--- src/assert_macros.svh ---
// Assertion macros used by perpendicular_unit_vector
`ifndef ASSERT_MACROS_SVH
`define ASSERT_MACROS_SVH

// antecedent implies consequent in the same cycle
`define ASSERT_IMPLY(label, clk, rst_n, ante, cons) \
    label: assert property (@(posedge clk) disable iff (!rst_n) (ante) |-> (cons)) \
        else $error("assertion failed");

// antecedent implies consequent in the next cycle
`define ASSERT_NEXT(label, clk, rst_n, ante, cons) \
    label: assert property (@(posedge clk) disable iff (!rst_n) (ante) |=> (cons)) \
        else $error("assertion failed");

`endif

--- src/pvu_pkg.sv ---
// ----------------------------------------------------------------------------
// pvu_pkg
// Types, widths and helpers for the perpendicular unit vector pipeline.
// ----------------------------------------------------------------------------
package pvu_pkg;

    localparam int FRAC_BITS = 14;
    localparam int Q_STEPS   = 2 * FRAC_BITS;      // fraction bits of the quotient
    localparam int QW        = Q_STEPS + 1;        // quotient width (value <= 2^Q_STEPS)
    localparam int RTW       = (QW + 1) / 2;       // root width
    localparam int AW        = 17;                 // magnitude of a 16-bit component
    localparam int NW        = 32;                 // squares, N, S, products
    localparam int DW        = 64;                 // products of two NW values
    localparam int RW        = DW + 1;             // divider remainder
    localparam int FRONT_LAT = 4;
    localparam int TAIL_LAT  = QW + RTW;
    localparam int LATENCY   = FRONT_LAT + TAIL_LAT + 1;

    localparam logic [1:0] AXIS_X = 2'd0;
    localparam logic [1:0] AXIS_Y = 2'd1;
    localparam logic [1:0] AXIS_Z = 2'd2;

    typedef struct packed {
        logic signed [15:0] in_x;
        logic signed [15:0] in_y;
        logic signed [15:0] in_z;
    } pvu_in_t;

    typedef struct packed {
        logic signed [15:0] out_x;
        logic signed [15:0] out_y;
        logic signed [15:0] out_z;
        logic [1:0]         chosen_axis;
        logic               zero_input;
    } pvu_out_t;

    // sideband that travels beside the arithmetic
    typedef struct packed {
        logic       valid;
        logic [1:0] axis;
        logic       zero;
        logic [2:0] neg;
    } pvu_side_t;

    // apply sign to a magnitude and clip to 16-bit signed
    function automatic logic [15:0] pvu_pack(input logic [RTW-1:0] mag, input logic neg);
        logic [31:0] m;
        m = 32'(mag);
        if (neg)
            pvu_pack = (m > 32'd32768) ? 16'h8000 : 16'(-m);
        else
            pvu_pack = (m > 32'd32767) ? 16'h7fff : m[15:0];
    endfunction

endpackage

--- src/pvu_sqrt.sv ---
// ----------------------------------------------------------------------------
// pvu_sqrt
// Pipelined integer square root, one root bit a stage.
// ----------------------------------------------------------------------------
module pvu_sqrt (
    input  logic                     clk,
    input  logic [pvu_pkg::QW-1:0]   val,
    output logic [pvu_pkg::RTW-1:0]  root
);
    import pvu_pkg::*;

    localparam int VW = 2 * RTW;
    localparam int MW = RTW + 2;

    logic [VW-1:0]  v_reg [RTW];
    logic [MW-1:0]  m_reg [RTW];
    logic [RTW-1:0] t_reg [RTW];

    for (genvar k = 0; k < RTW; k++)
    begin : g_stage
        logic [VW-1:0]  v_in;
        logic [MW-1:0]  m_in;
        logic [RTW-1:0] t_in;
        logic [MW-1:0]  rem;
        logic [MW-1:0]  trial;
        if (k == 0)
        begin : g_first
            assign v_in = VW'(val);
            assign m_in = '0;
            assign t_in = '0;
        end
        else
        begin : g_next
            assign v_in = v_reg[k-1];
            assign m_in = m_reg[k-1];
            assign t_in = t_reg[k-1];
        end
        // bring down the next two bits, try root bit one
        assign rem   = {m_in[MW-3:0], v_in[VW-1:VW-2]};
        assign trial = {t_in, 2'b01};
        always_ff @(posedge clk)
        begin
            v_reg[k] <= {v_in[VW-3:0], 2'b00};
            if (rem >= trial)
            begin
                m_reg[k] <= rem - trial;
                t_reg[k] <= {t_in[RTW-2:0], 1'b1};
            end
            else
            begin
                m_reg[k] <= rem;
                t_reg[k] <= {t_in[RTW-2:0], 1'b0};
            end
        end
    end

    assign root = t_reg[RTW-1];

endmodule

--- config.mk ---
export PLATFORM = sky130hd
export DESIGN_NAME = pvu_sqrt
export DESIGN_NICKNAME = d
export VERILOG_FILES = /design/src/assert_macros.svh /design/src/pvu_pkg.sv /design/src/pvu_sqrt.sv
export SDC_FILE = /design/constraint.sdc
export NUM_CORES = 1
export LEC_CHECK = 0
export BUFFER_PORTS_ARGS = -buffer_cell sky130_fd_sc_hd__buf_2
export CORE_ASPECT_RATIO = 2
export CORE_MARGIN = 3
export CORE_UTILIZATION = 55
export CTS_CLUSTER_SIZE = 10
export DETAILED_ROUTE_END_ITERATION = 12
export PLACE_DENSITY = 0.74
export SLEW_MARGIN = 20
export SYNTH_ARGS = -nofsm -noshare
export SYNTH_HDL_FRONTEND = slang
export SYNTH_SLANG_ARGS = --single-unit
--- constraint.sdc ---
create_clock -name clk -period 2.2 [get_ports clk]
set_clock_uncertainty 0.2 [all_clocks]
set_input_delay 0.33 -clock clk [delete_from_list [all_inputs] [get_ports clk]]
set_output_delay 0.33 -clock clk [all_outputs]
set_load 0.01 [all_outputs]
==> reports/metrics.cfg <==
[worst_setup_path]
reg2reg_slack_ps = -720
crit_arrival_ps = 3260
r2r_cells = 7
cp_slowest_cell = nor3_1
path_common_cell = buf_4
required_ps = 2540
cpPeakStageDelay_ps = 960
path_class = reg2reg
crit_path_start_kind = flip-flop
r2r-end = m_reg[1][46]$_DFF_P_
cp_max_fo = 2
critPathCaptureType = flip-flop
crit_chain = ha_2 -> buf_4 -> nor3_1 -> a211oi_1 -> buf_4 -> or3_1 -> a21oi_2
rr_startpoint = m_reg[1][20]$_DFF_P_

[cts]
cts_tree = yes
clock_sinks = 521
clk_pin_slew_worst_paths_ps = 60
clockRootBuffer = clkbuf_16
htreeDepth = 2
cts_buffer_depth = 3
insertion_delay_ps = 640
cts_made_buffers = 58

[routing]
routedWlPerCell_um = 25.1
drc = 0
detail_route.vias_per_cell = 5.98
wl_um = 69300
drt-initial-drc-count = 1158
vias = 16500
drt-pass1-iter-count = 7
antenna_left = 0

[synthesis]
netlist_instances = 1799
synth.largest_area_cell = dfxtp_1
synth_most_common_cell = dfxtp_1
ys_warn_count = 0
synth-edff-count = 0
synth_compound_area_share_pct = 12.0
synth_fp_nets = 1962
avgSynthCellArea_um2 = 10.6
synth-simple-area-share_pct = 11.7
yosysTopAreaCellShare_pct = 54.5
synth_cell_type_count = 89
syn-cell-area_um2 = 19100
synthTopCellsByCount = dfxtp_1, inv_1, ha_1
synth_seq_cells = 521
synthMuxAreaShare_pct = 3.27
synth_flop_cell = dfxtp_1
synth_xor_xnor_area_share_pct = 5.68
synth_adder_area_share_pct = 8.70
synth_top_family_by_area = compound AO/OA/AOI/OAI gates
synthTopCellsByArea = dfxtp_1, ha_1, inv_1, xnor2_1, xor2_1
ys_seq_area_share_pct = 54.5
synth-async-reset-ratio_pct = 0

[global_route]
grt_pass1_vias = 17400
grt_max_degree = 17
grt_pass1_wl_um = 87300
antenna_found_initial = 2
grt_usage_pct = 31.0
overflow = 0

[final_layout]
layout.nets = 2476
drive_above_1_share_pct = 43.8
largest_reg_flops = 210
final_util_pct = 81.1
area_delta_synth_final_pct = 45.5
fin_area_um2 = 27900

[timing]
worstMarginPinSlew_ps = 1270
finalSetupViolCount = 149
setup-tns-final_ps = -34510
rsz0062_at_grt = yes
period_share_pct = 133
period_minus_slack_ps = 2920
finalHoldViolCount = 0
slew_headroom_pct = 15.0
fmax_mhz = 343
drv_slew = 0
worst_slack_ps = -718

[die]
fp.coreArea_um2 = 34400
die_height_um = 270
start_util_pct = 55.7
die_w_um = 138
die_area_um2 = 37200
row_count = 96
io_pins = 45

[min_path]
hold_start = v_reg[0][155]$_DFF_P_
hold_end = v_reg[0][185]$_DFF_P_
hold_class = reg2reg
worstHoldPathCells = 0

[place]
place_area_um2 = 22400
place_hpwl_um = 36800
portBuffers = 44
finalWeightedCongestion = 0.937

[pwr]
power_density_nw_per_um2 = 1210
p_total_w = 0.0336
vdd_drop_max_mv = 0.859
leakage_nw = 12.6

[flow_run]
drv_cap = 0

[run_status]
violations = negative setup slack
outcome = finished, violations left

==> final cells by class <==
type	count	area, µm²
multi-input cells	1089	10600
flip-flops and latches	521	10500
fillers	1688	6500
repair buffers	480	4020
clock buffers	60	1480
inverters	162	621
well taps	441	552
clock inverters	4	58.8
repair inverters	1	8.76
diodes	1	2.50
==> power breakdown <==
part | switching, W | internal, W | leakage, nW | total (W)
sequential | 0.00141 | 0.0112 | 4.35 | 0.0126
clock | 0.00368 | 0.00471 | 0.751 | 0.00838
combinational | 0.00621 | 0.00637 | 7.51 | 0.0126
==> cells by family after synthesis <==
kind of cell / Yosys count
adder cells (fa/ha/maj): 133
flip-flops: 521
AND/OR/NAND/NOR: 426
multiplexers: 52
buffers and inverters: 191
XOR/XNOR: 124
other: 1
AO/OA/AOI/OAI: 351
==> metal layers <==
| metal | share of wire (%) | vias up | GRT usage, % |
|---|---|---|---|
| met2 | 51 | 921 | 58.9 |
| met3 | 8.1 | 626 | 6.97 |
| met4 | 14 | 2 | 35.6 |
| met1 | 26 | 7768 | 20.9 |
| met5 | 0.026 | - | 0 |
| li1 | - | 7179 | - |
==> through the flow <==
stage	instances	worst slack [ps]	hold slack (ps)
after floorplan	1799	-219	110
after global placement	2569	-478	110
after detailed placement	2569	-508	112
after CTS	2726	-388	111
after global routing	2759	-629	113
final	2759	-718	97.5
==> worst max-delay path: cells and delay by family, from the launching register on <==
kind	cells	cell delay (ps)
AOI/OAI and AO/OA	2	400
adders and majority gates	1	230
buffers and inverters	2	360
DFF	1	350
and+or+nand+nor	2	1280
==> placed cells by master, fill, tap and decap left out, types with 35 or more instances in the layout <==
cell	synthesis	routed
dfxtp_1	521	453
buf_4	2	331
inv_1	161	124
nor2_1	115	80
ha_1	133	67
dfxtp_2	0	64
nand2_1	88	61
clkbuf_16	0	61
a21oi_1	95	59
xnor2_1	66	59
xor2_1	58	58
buf_6	5	55
ha_4	0	54
buf_2	12	44
o21ai_0	88	36
inv_2	0	35
==> worst max path at each step <==
stage                    startpoint                   end  cells after the start
2_1_floorplan  t_reg[1][53]$_DFF_P_  m_reg[1][73]$_DFF_P_                     10
3_3_place_gp   v_reg[1][54]$_DFF_P_  m_reg[1][45]$_DFF_P_                     10
3_5_place_dp   t_reg[1][16]$_DFF_P_  m_reg[1][45]$_DFF_P_                     11
4_1_cts        t_reg[1][19]$_DFF_P_  m_reg[1][45]$_DFF_P_                     11
5_1_grt        t_reg[1][19]$_DFF_P_  m_reg[1][46]$_DFF_P_                      8
6_report       m_reg[1][20]$_DFF_P_  m_reg[1][46]$_DFF_P_                      7
==> repair_timing <==
item                                    CTS  global route
hold buffers                             29             0
buffers inserted                         59            37
cloned                                    7             2
endpoints found under the setup margin  161           171
endpoints found under the hold margin    29             0
pin swaps                               117           129
resized for setup                       404           273
Power figures use the tool's default switching activity.
